--- config.mk ---
export PLATFORM = sky130hd
export DESIGN_NAME = fpsa_ctrl
export DESIGN_NICKNAME = d
export VERILOG_FILES = /design/src/design/fpsa_pkg.sv /design/src/design/fpsa_ctrl.sv
export SDC_FILE = /design/constraint.sdc
export NUM_CORES = 1
export LEC_CHECK = 0
export BUFFER_PORTS_ARGS = -buffer_cell sky130_fd_sc_hd__clkbuf_2
export CAP_MARGIN = 20
export CORE_AREA = 2 2 39 41
export DETAILED_ROUTE_END_ITERATION = 10
export DIE_AREA = 0 0 41 43
export PLACE_DENSITY_LB_ADDON = 0.05
export SLEW_MARGIN = 20
export SYNTH_ARGS = -nofsm -noshare
export SYNTH_HDL_FRONTEND = slang
export SYNTH_SLANG_ARGS = --single-unit
--- constraint.sdc ---
create_clock -name clock -period 1.6 [get_ports clock]
set_input_delay 0.24 -clock clock [delete_from_list [all_inputs] [get_ports clock]]
set_output_delay 0.24 -clock clock [all_outputs]
set_load 0.1 [all_outputs]
--- src/design/fpsa_pkg.sv ---
// ----------------------------------------------------------------------------
// fpsa_pkg: shared types and constants of the free page stack allocator
// Holds status codes, register indexes, controller states and the command and
// status groups between controller and datapath.
// ----------------------------------------------------------------------------
package fpsa_pkg;

   localparam int PAGE_BITS_DEF   = 12;
   localparam int STACK_DEPTH_DEF = 32768;
   localparam int ADDR_BITS_DEF   = 32;

   localparam int DATA_W      = 32;
   localparam int STATUS_W    = 2;
   localparam int CSR_INDEX_W = 8;

   localparam logic [DATA_W-1:0] KERNEL_END_RESET = 32'h8000_0000;
   localparam logic [DATA_W-1:0] PHYS_TOP_RESET   = 32'h8800_0000;

   localparam logic [CSR_INDEX_W-1:0] CSR_KERNEL_END = 8'd0;
   localparam logic [CSR_INDEX_W-1:0] CSR_PHYS_TOP   = 8'd1;

   localparam logic OP_ALLOC = 1'b0;
   localparam logic OP_FREE  = 1'b1;

   typedef enum logic [STATUS_W-1:0] {
      STATUS_OK       = 2'd0,
      STATUS_EMPTY    = 2'd1,
      STATUS_BAD_ADDR = 2'd2,
      STATUS_FULL     = 2'd3
   } status_type;

   typedef enum logic [1:0] {
      ST_IDLE,
      ST_EXEC,
      ST_READ
   } state_type;

   typedef struct packed {
      logic load_req;
      logic push;
      logic pop_read;
      logic load_rsp;
      logic rsp_from_ram;
   } dp_cmd_type;

   typedef struct packed {
      logic is_free;
      logic bad_addr;
      logic full;
      logic empty;
      logic slot_free;
   } dp_stat_type;

endpackage

--- src/design/fpsa_ctrl.sv ---
// ----------------------------------------------------------------------------
// fpsa_ctrl: request sequencer
// Takes one request at a time, steers the datapath through check, push or
// stack read, and hands the result to the output register.
// ----------------------------------------------------------------------------
module fpsa_ctrl (
   input  logic                  clock,
   input  logic                  reset,
   input  logic                  req_tvalid,
   output logic                  req_tready,
   input  fpsa_pkg::dp_stat_type stat,
   output fpsa_pkg::dp_cmd_type  cmd
);

   fpsa_pkg::state_type state_ff;
   fpsa_pkg::state_type state_in;
   logic                req_fire;

   assign req_fire = req_tvalid && (state_ff == fpsa_pkg::ST_IDLE);

   always_ff @(posedge clock) begin
      if (reset) begin
         state_ff <= fpsa_pkg::ST_IDLE;
      end else begin
         state_ff <= state_in;
      end
   end

   always_comb begin
      state_in = state_ff;
      case (state_ff)
         fpsa_pkg::ST_IDLE: begin
            if (req_fire) begin
               state_in = fpsa_pkg::ST_EXEC;
            end
         end
         fpsa_pkg::ST_EXEC: begin
            if (stat.is_free || stat.empty) begin
               if (stat.slot_free) begin
                  state_in = fpsa_pkg::ST_IDLE;
               end
            end else begin
               state_in = fpsa_pkg::ST_READ;
            end
         end
         fpsa_pkg::ST_READ: begin
            if (stat.slot_free) begin
               state_in = fpsa_pkg::ST_IDLE;
            end
         end
         default: begin
            state_in = fpsa_pkg::ST_IDLE;
         end
      endcase
   end

   always_comb begin
      cmd        = '0;
      req_tready = 1'b0;
      case (state_ff)
         fpsa_pkg::ST_IDLE: begin
            req_tready   = 1'b1;
            cmd.load_req = req_tvalid;
         end
         fpsa_pkg::ST_EXEC: begin
            // commit the push only together with its result beat
            cmd.push     = stat.is_free && !stat.bad_addr && !stat.full && stat.slot_free;
            cmd.pop_read = !stat.is_free && !stat.empty;
            cmd.load_rsp = (stat.is_free || stat.empty) && stat.slot_free;
         end
         fpsa_pkg::ST_READ: begin
            cmd.load_rsp     = stat.slot_free;
            cmd.rsp_from_ram = 1'b1;
         end
         default: begin
            cmd = '0;
         end
      endcase
   end

endmodule

==> results of run 1 <==
[cell families after synthesis]
group / Yosys count / share of synthesized area
adder cells (fa/ha/maj): 4 / 0.2198
AO/OA/AOI/OAI: 7 / 0.2637
flip-flops: 2 / 0.1758
AND/OR/NAND/NOR: 9 / 0.2417
buffers and inverters: 5 / 0.09889
[through the flow]
| stage | setup slack [ns] | hold slack, ns | util | cells | total power [mW] |
|---|---|---|---|---|---|
| global route | 0.006898 | 0.2201 | 0.3418 | 59 | 0.3404 |
| floorplan | -0.1775 | 0.3017 | - | 27 | 0.1572 |
| finish | 0.06818 | 0.2117 | 0.3418 | 59 | 0.3169 |
| detailed placement | 0.2667 | 0.4466 | 0.3183 | 55 | 0.2092 |
| global placement | 0.2662 | 0.4460 | 0.3183 | 55 | 0.2090 |
| CTS | 0.02426 | 0.2038 | 0.3345 | 58 | 0.3287 |
[what timing repair did]
action                     CTS  global route
setup endpoints to repair    0             1
setup buffers                0             1
resized for setup            0             1
[cell type report]
cell class              count  area [um^2]  area share
repair buffers             14        162.7      0.3439
flip-flops and latches      2        45.04     0.09524
multi-input cells          20        207.7      0.4392
clock buffers               3        22.52     0.04762
inverters                   4        15.01     0.03175
well taps                  16        20.02     0.04233
[power by group through the flow]
stage	registers (mW)	clock network (mW)	logic [mW]
CTS	0.0585	0.120	0.150
global route	0.0588	0.123	0.158
detailed placement	0.0592	0	0.150
finish	0.0578	0.110	0.149
global placement	0.0592	0	0.150
floorplan	0.0587	0	0.0986
[path summary, 6_finish.rpt]
kind / from / to / slack, ns / cells past startpoint
setup reg to reg: state_ff[0] / state_ff[1] / 0.35 / 5
hold / removal: reset / state_ff[0] / 0.21 / 2
setup / recovery: state_ff[0] / cmd[1] / 0.07 / 4
hold reg to reg: state_ff[1] / state_ff[1] / 0.51 / 2
[layer usage]
metal  up-vias  wire (um)
met5         -          0
met4         0          0
met3         0         20
met2         5        335
met1       113        211
li1        131          -
[worst max-delay path, cell delays in order, from the launching register on]
cell	delay (ns)
dfxtp_4	0.36
inv_1	0.06
ha_2	0.22
o211a_4	0.26
buf_12	0.16
[cells in the mapped netlist, drive strengths merged]
master   number  area share
o31a          1       0.038
ha            4        0.22
o31ai         1       0.055
nor3b         1       0.055
dfxtp         2        0.18
o211ai        1       0.033
and2          1       0.027
nand3         1       0.022
nand2         1       0.016
o211a         1       0.044
nor2b         1       0.027
o21a          1       0.033
buf           1       0.033
nor2          1       0.016
o2111ai       1       0.038
nand4         1       0.027
nand2b        1       0.027
a21oi         1       0.022
inv           4       0.066
nor3          1       0.022
==> flow_summary_export.csv, run 1 <==
group,metric,value,unit
die,fp.coreArea,1384,um^2
power,swShare,0.3878,
timing,rsz0062_at_grt,"false",
timing,tightest_slew,0.2303,ns
route,vias,249,
clock_tree,cts_buffer_depth,2,
die,chipHeight,43,um
final_layout,top_regs,"state_ff x2",
global_route,met1_usage,0.07643,
final_layout,layout_commonest_cell,"clkbuf_2",
global_route,antenna_found_initial,0,
power,p_comb_frac,0.471,
run,drv_cap,0,
placed_design,port_buffers,13,
global_route,grt_max_degree,6,
power,pwr_density_cell,670.0,nW/um^2
worst_setup_path,arrival,1.29,ns
global_route,met2_usage,0.1375,
route,wl_per_cell,9.593,um
route,drcViolationCount,0,
clock_tree,cts_tree,"done",
timing,final-hold-violation-count,0,
clock_tree,cts-root-buf,"clkbuf_4",
timing,relSlewSlack,0.8463,
final_layout,fill_cells,152,
worst_setup_path,crit_path_end_kind,"output port",
placed_design,placed_cell_area,440.4,um^2
final_layout,final_cell_mix,"7 x clkbuf_2, 6 x buf_12, 3 x inv_1, 3 x clkbuf_4, 2 x ha_2",
clock_tree,clkSinkCount,2,
final_layout,insertedDiodeCount,0,
final_layout,largest_register_ffs,2,
global_route,grt.busiest_layer,"met2",
worst_hold_path,hp-class,"input port to register",
logic_synthesis,synth_cell_types,20,
power,pwr-share-clk,0.346,
timing,maxSlewViolCount,0,
timing,setup_viol,0,
worst_setup_path,crit_type,"register to output port",
power,leakage,0.2003,nW
clock_tree,cts_htree_levels,1,
die,rows,14,
worst_setup_path,critical_path_required,1.36,ns
global_route,grt_pass1_wl,931,um
final_layout,largest_register,"state_ff",
final_layout,fin_nets,57,
global_route,overflow,0,
route,via_per_inst,4.220,
clock_tree,path_clk_slew,0.03,ns
route,wl,566,um
timing,fmax,652.8,MHz
logic_synthesis,syn_avg_cell_area,8.434,um^2
die,initial_core_util,0.1646,
route,antenna_left,0,
die,die_w,41,um
global_route,gr-usage-met3,0,
global_route,grt_pass1_vias,261,
worst_setup_path,cp-start-kind,"register",
logic_synthesis,yosys_warnings,0,
power,sequentialPowerShare,0.182,
final_layout,stdcell_area,473.0,um^2
power,ir_drop,0.0004358,V
route,drt_iter0_drc,1,
timing,finClkSkew,0.001722,ns
placed_design,dp_hpwl,508.7,um
logic_synthesis,yosysSeqAreaShare,0.1758,
timing,fin_crit_sh,0.9574,
logic_synthesis,synth-seq-cells,2,
worst_setup_path,crit_path_max_fanout,5,
timing,tns,0,ns
final_layout,layout-drive-gt1-share,0.6279,
final_layout,syn_to_final_growth,107.7,%
clock_tree,ctsHoldBuffers,0,
power,switchingPower,0.1229,mW
placed_design,place_congestion,0.7956,
power,intPower,0.1940,mW
logic_synthesis,mappedNetlistArea,227.7,um^2
logic_synthesis,synth_nets,39,
die,ios,14,
die,dieArea,1763,um^2
run_status,status,"finished clean",
route,dr.pass1.iters,2,
timing,fin_crit,1.532,ns
global_route,grt_util_all_layers,0.08008,
clock_tree,clk_latency,0.22,ns
logic_synthesis,syn_inst,27,
clock_tree,cts_buffers,3,
Note: power is estimated with default switching activity, not from simulation.
==> run 2: changes to the inputs <==
--- a/config.mk
+++ b/config.mk
@@ -8,8 +8,11 @@
 export BUFFER_PORTS_ARGS = -buffer_cell sky130_fd_sc_hd__clkbuf_2
 export CAP_MARGIN = 20
+export CELL_PAD_IN_SITES_DETAIL_PLACEMENT = 0
+export CELL_PAD_IN_SITES_GLOBAL_PLACEMENT = 2
 export CORE_AREA = 2 2 39 41
 export DETAILED_ROUTE_END_ITERATION = 10
 export DIE_AREA = 0 0 41 43
 export PLACE_DENSITY_LB_ADDON = 0.05
+export REMOVE_ABC_BUFFERS = 1
 export SLEW_MARGIN = 20
 export SYNTH_ARGS = -nofsm -noshare
==> constraint.sdc (replaced) <==
create_clock -name clock -period 1.6 [get_ports clock]
set_input_delay 0.24 -clock clock [delete_from_list [all_inputs] [get_ports clock]]
set_output_delay 0.24 -clock clock [all_outputs]
set_load 0.01 [all_outputs]
==> run 2 against run 1 <==
Wire length increased by 1.6%. Sequential power is essentially flat. Critical path depth up 1. Clock power about the same. Total power down 29%. Register-to-register slack improved by 0.05 ns. First-iteration DRC count shrank 100%. Die area stayed put. Non-clock buffer count decreased by 1. Global-route usage down 0.20 points. Design area shrank 30%. Maximum frequency is 2.1% higher. Critical endpoint unchanged. Highest routed layer unchanged.
==> flow_summary_export.csv, run 2 (synthesis gave the netlist of run 1 again) <==
group,metric,value,unit
global_route,overflow,0,
timing,setup_viol,0,
final_layout,insertedDiodeCount,0,
placed_design,placed_cell_area,305.3,um^2
final_layout,fill_cells,164,
route,wl_met3,31,um
timing,tns,0,ns
route,wl_per_cell,9.914,um
power,ir_drop,0.0002229,V
placed_design,port_buffers,13,
worst_setup_path,critPathBufInv,2,
timing,fin_crit_sh,0.9379,
clock_tree,cts_setup_buffers,0,
worst_setup_path,cp-start-kind,"register",
route,dr.pass1.iters,1,
timing,fin_ws,0.09934,ns
die,rows,14,
placed_design,place_ws,0.2540,ns
run,drv_cap,0,
die,die_w,41,um
route,met2_length,306,um
final_layout,final_cell_mix,"13 x clkbuf_2, 4 x inv_1, 3 x ha_1, 3 x clkbuf_4, 2 x dfxtp_2",
clock_tree,cts_buffers,3,
worst_setup_path,path_cells,"inv_1 > ha_2 > o21a_1 > o211a_1 > clkbuf_2",
global_route,grt_util_all_layers,0.07808,
final_layout,layout-drive-gt1-share,0.5000,
die,ios,14,
worst_setup_path,crit_path_end_kind,"output port",
power,leakage,0.1653,nW
final_layout,syn_to_final_growth,46.15,%
clock_tree,clk_latency,0.22,ns
timing,rsz0062_at_grt,"false",
final_layout,largest_register,"state_ff",
worst_setup_path,crit_path_max_fanout,4,
global_route,grt_pass1_wl,910,um
final_layout,fin_nets,56,
route,highest_layer,"met3",
power,pwr_density_cell,678.4,nW/um^2
clock_tree,clkSinkCount,2,
worst_setup_path,cp_slowest_cell,"dfxtp_2",
timing,relSlewSlack,0.8681,
die,initial_core_util,0.1646,
global_route,grt_max_degree,6,
placed_design,dp_hpwl,478.5,um
worst_setup_path,cpPeakStageDelay,0.32,ns
route,met1_length,237,um
final_layout,layout_commonest_cell,"clkbuf_2",
worst_setup_path,arrival,1.26,ns
timing,fmax,666.4,MHz
die,chipHeight,43,um
worst_setup_path,crit_type,"register to output port",
final_layout,top_regs,"state_ff x2",
route,drt_iter0_drc,0,
route,antenna_left,0,
worst_hold_path,hp-class,"input port to register",
clock_tree,cts_tree,"done",
die,fp.coreArea,1384,um^2
clock_tree,cts_buffer_depth,2,
route,vias,245,
worst_setup_path,critical_path_required,1.36,ns
timing,final-hold-violation-count,0,
final_layout,largest_register_ffs,2,
timing,hold_ws,0.2186,ns
final_layout,stdcell_area,332.8,um^2
final_layout,utilization,0.2405,
timing,maxSlewViolCount,0,
run_status,status,"finished clean",
clock_tree,cts_htree_levels,1,
worst_setup_path,crit_family,"flip-flops",
timing,fin_crit,1.501,ns
die,dieArea,1763,um^2
timing,finClkSkew,0.004235,ns
global_route,antenna_found_initial,0,
clock_tree,path_clk_slew,0.03,ns
route,via_per_inst,4.224,
route,wl,575,um
timing,tightest_slew,0.1977,ns
global_route,grt_pass1_vias,229,
clock_tree,cts-root-buf,"clkbuf_4",
placed_design,place_congestion,0.7122,
route,drcViolationCount,0,
run 2: stage by stage:
stage | std cells | power (mW)
finish | 58 | 0.2258
global route | 58 | 0.2463
CTS | 58 | 0.2340
detailed placement | 55 | 0.1155
global placement | 55 | 0.1168
floorplan | 26 | 0.09059
run 2: per-layer routing:
layer	GRT usage	vias to the layer above
met5	0	-
met4	0.06000	0
met3	0.03141	0
met2	0.1031	4
met1	0.09554	114
li1	-	127
run 2: cell type report:
type	count	area, um^2	area share
timing repair buffer	13	65.06	0.1955
sequential	2	42.54	0.1278
inverter	4	15.01	0.04511
multi-input combinational	20	167.7	0.5038
tap	16	20.02	0.06015
clock buffer	3	22.52	0.06767
run 2: power by group:
group | switching, mW | leakage [nW] | total (mW) | internal, mW
sequential | 0.00371 | 0.0172 | 0.0577 | 0.0540
combinational | 0.0296 | 0.134 | 0.0573 | 0.0278
clock | 0.0280 | 0.0138 | 0.111 | 0.0827
run 2: worst register-to-register path, cell delays in order (launching register included):
cell     delay, ns
dfxtp_2       0.33
inv_1         0.08
ha_1          0.21
nor2_1        0.06
o31a_1        0.24
o31ai_2       0.18
run 2: final timing paths:
check / start / endpoint / slack [ns] / depth (start not counted)
setup / recovery: state_ff[1] / cmd[1] / 0.1 / 5
hold reg to reg: state_ff[1] / state_ff[1] / 0.56 / 2
setup reg to reg: state_ff[0] / state_ff[1] / 0.40 / 5
hold / removal: reset / state_ff[0] / 0.22 / 2
run 2: repair_timing:
action,4_1_cts,5_1_grt
setup endpoints to repair,0,2
hold buffers,0,0
resized for setup,0,3
hold endpoints to repair,0,0
==> run 3: changes to the inputs <==
- CELL_PAD_IN_SITES_DETAIL_PLACEMENT: 0 -> 1
- CTS_CLUSTER_DIAMETER: not set -> 80
==> run 3 against run 2 <==
Largest cell class unchanged. Critical path depth unchanged. First-iteration DRC count up 3. Maximum frequency down 0.79%. Wire length down 0.35%. Core utilization up 0.72 points. Combinational power up 5.1%. Clock power about the same. Largest power group unchanged. Setup slack worse by 0.012 ns.
==> flow_summary_export.csv, run 3 (synthesis gave the netlist of run 1 again) <==
group,metric,value,unit
final_layout,fill_cells,171,
clock_tree,cts_buffers,3,
clock_tree,cts-root-buf,"clkbuf_4",
global_route,grt_max_degree,6,
power,leakage,0.1673,nW
timing,relSlewSlack,0.8591,
global_route,overflow,0,
timing,fmax,661.1,MHz
timing,fin_crit_sh,0.9454,
clock_tree,clkSinkCount,2,
worst_setup_path,cp-startpoint,"state_ff[1]",
power,ir_drop,0.0002815,V
worst_setup_path,crit_path_max_fanout,4,
timing,fin_crit,1.513,ns
route,wl,573,um
clock_tree,cts_buffer_depth,2,
worst_setup_path,rr_worst_depth,5,
die,fp.coreArea,1384,um^2
placed_design,placed_cell_area,305.3,um^2
timing,setup_viol,0,
final_layout,multi_input_area,177.7,um^2
route,drt_iter0_drc,3,
final_layout,layout-drive-gt1-share,0.5000,
final_layout,largest_register,"state_ff",
die,initial_core_util,0.1646,
final_layout,stdcell_area,342.8,um^2
final_layout,syn_to_final_growth,50.55,%
clock_tree,cts_htree_levels,1,
final_layout,utilization,0.2477,
clock_tree,cts_setup_buffers,0,
final_layout,insertedDiodeCount,0,
power,pwr_density_cell,661.5,nW/um^2
worst_setup_path,path_cells,"inv_1 > ha_4 > o21a_1 > o211a_1 > clkbuf_2",
route,wl_per_cell,9.879,um
run,drv_cap,0,
placed_design,place_congestion,0.7122,
route,via_per_inst,4.379,
die,dieArea,1763,um^2
worst_setup_path,r2r-start,"state_ff[0]",
global_route,antenna_found_initial,0,
route,antenna_left,0,
global_route,grt_util_all_layers,0.07407,
route,vias,254,
worst_setup_path,crit_path_end_kind,"output port",
die,ios,14,
die,rows,14,
clock_tree,cts_tree,"done",
worst_setup_path,crit_type,"register to output port",
final_layout,fin_nets,56,
final_layout,largest_register_ffs,2,
worst_setup_path,arrival,1.27,ns
final_layout,top_regs,"state_ff x2",
timing,tightest_slew,0.2105,ns
worst_setup_path,r2r-end,"state_ff[1]",
final_layout,layout_commonest_cell,"clkbuf_2",
timing,final-hold-violation-count,0,
clock_tree,ctsHoldBuffers,0,
die,die_w,41,um
final_layout,final_cell_mix,"13 x clkbuf_2, 4 x inv_1, 3 x ha_1, 3 x clkbuf_4, 2 x dfxtp_2",
worst_setup_path,cpPeakStageDelay,0.32,ns
placed_design,port_buffers,13,
timing,finClkSkew,0.003104,ns
worst_setup_path,cp-start-kind,"register",
clock_tree,clk_latency,0.22,ns
worst_hold_path,hp-class,"input port to register",
timing,rsz0062_at_grt,"false",
global_route,grt_pass1_vias,224,
worst_setup_path,r2r_slack,0.36,ns
clock_tree,path_clk_slew,0.03,ns
worst_setup_path,critical_path_required,1.36,ns
worst_setup_path,cp_slowest_cell,"dfxtp_2",
worst_setup_path,setup.worst_path.end,"cmd[1]",
route,dr.pass1.iters,2,
final_layout,regArea,42.54,um^2
timing,maxSlewViolCount,0,
global_route,grt_pass1_wl,869,um
route,drcViolationCount,0,
run_status,status,"finished clean",
placed_design,dp_hpwl,499.8,um
timing,tns,0,ns
die,chipHeight,43,um
==> run 3: cell count changes in the layout (fill, tap and decap cells not counted) <==
cell and change:
ha_2 -1, ha_4 +1
==> run 3: repair_timing <==
action | 4_1_cts | 5_1_grt
gates resized for setup | 0 | 4
setup endpoints to repair | 0 | 2
endpoints found under the hold margin | 0 | 0
==> run 3: worst min path at each step <==
stage / endpoint / cells after the start / from
after detailed placement: state_ff[0] / 2 / reset
after floorplan: state_ff[0] / 1 / reset
after global placement: state_ff[0] / 2 / reset
after global routing: state_ff[0] / 2 / reset
final: state_ff[0] / 2 / reset
after CTS: state_ff[0] / 2 / reset
==> run 3: area by class of cell <==
type / count / share of cell area
Timing Repair Buffer: 13 / 0.1898
Sequential cell: 2 / 0.1241
Clock buffer: 3 / 0.06569
Tap cell: 16 / 0.05839
Inverter: 4 / 0.04380
Multi-Input combinational cell: 20 / 0.5182
==> run 3: layer usage <==
metal,routed length (um),part of all wire,global-route usage
met2,308,0.54,0.1125
met3,20,0.035,0.03141
met1,245,0.43,0.08280
met5,0,0,0
met4,0,0,0.04000
==> run 3: stage by stage <==
step	instances	power [mW]	hold WS [ns]	setup WS, ns
finish	58	0.2268	0.2287	0.08743
global route	58	0.2425	0.2425	0.002815
global placement	55	0.1168	0.4687	0.2463
detailed placement	55	0.1165	0.4689	0.2450
CTS	58	0.2313	0.2316	0.006837
floorplan	26	0.09059	0.3091	0.4066
==> run 3: critical path, delay by kind of cell (launching register included) <==
| family | cells | cell delay, ns |
|---|---|---|
| AO/OA/AOI/OAI | 2 | 0.34 |
| adder cells (fa/ha/maj) | 1 | 0.18 |
| buffers and inverters | 2 | 0.21 |
| flip-flops | 1 | 0.32 |
==> run 3: report_power, final <==
part	internal (mW)	leakage [nW]	total, mW	switching (mW)
clock network	0.0825	0.0138	0.108	0.0254
registers	0.0541	0.0172	0.0587	0.00462
logic	0.0291	0.136	0.0602	0.0311
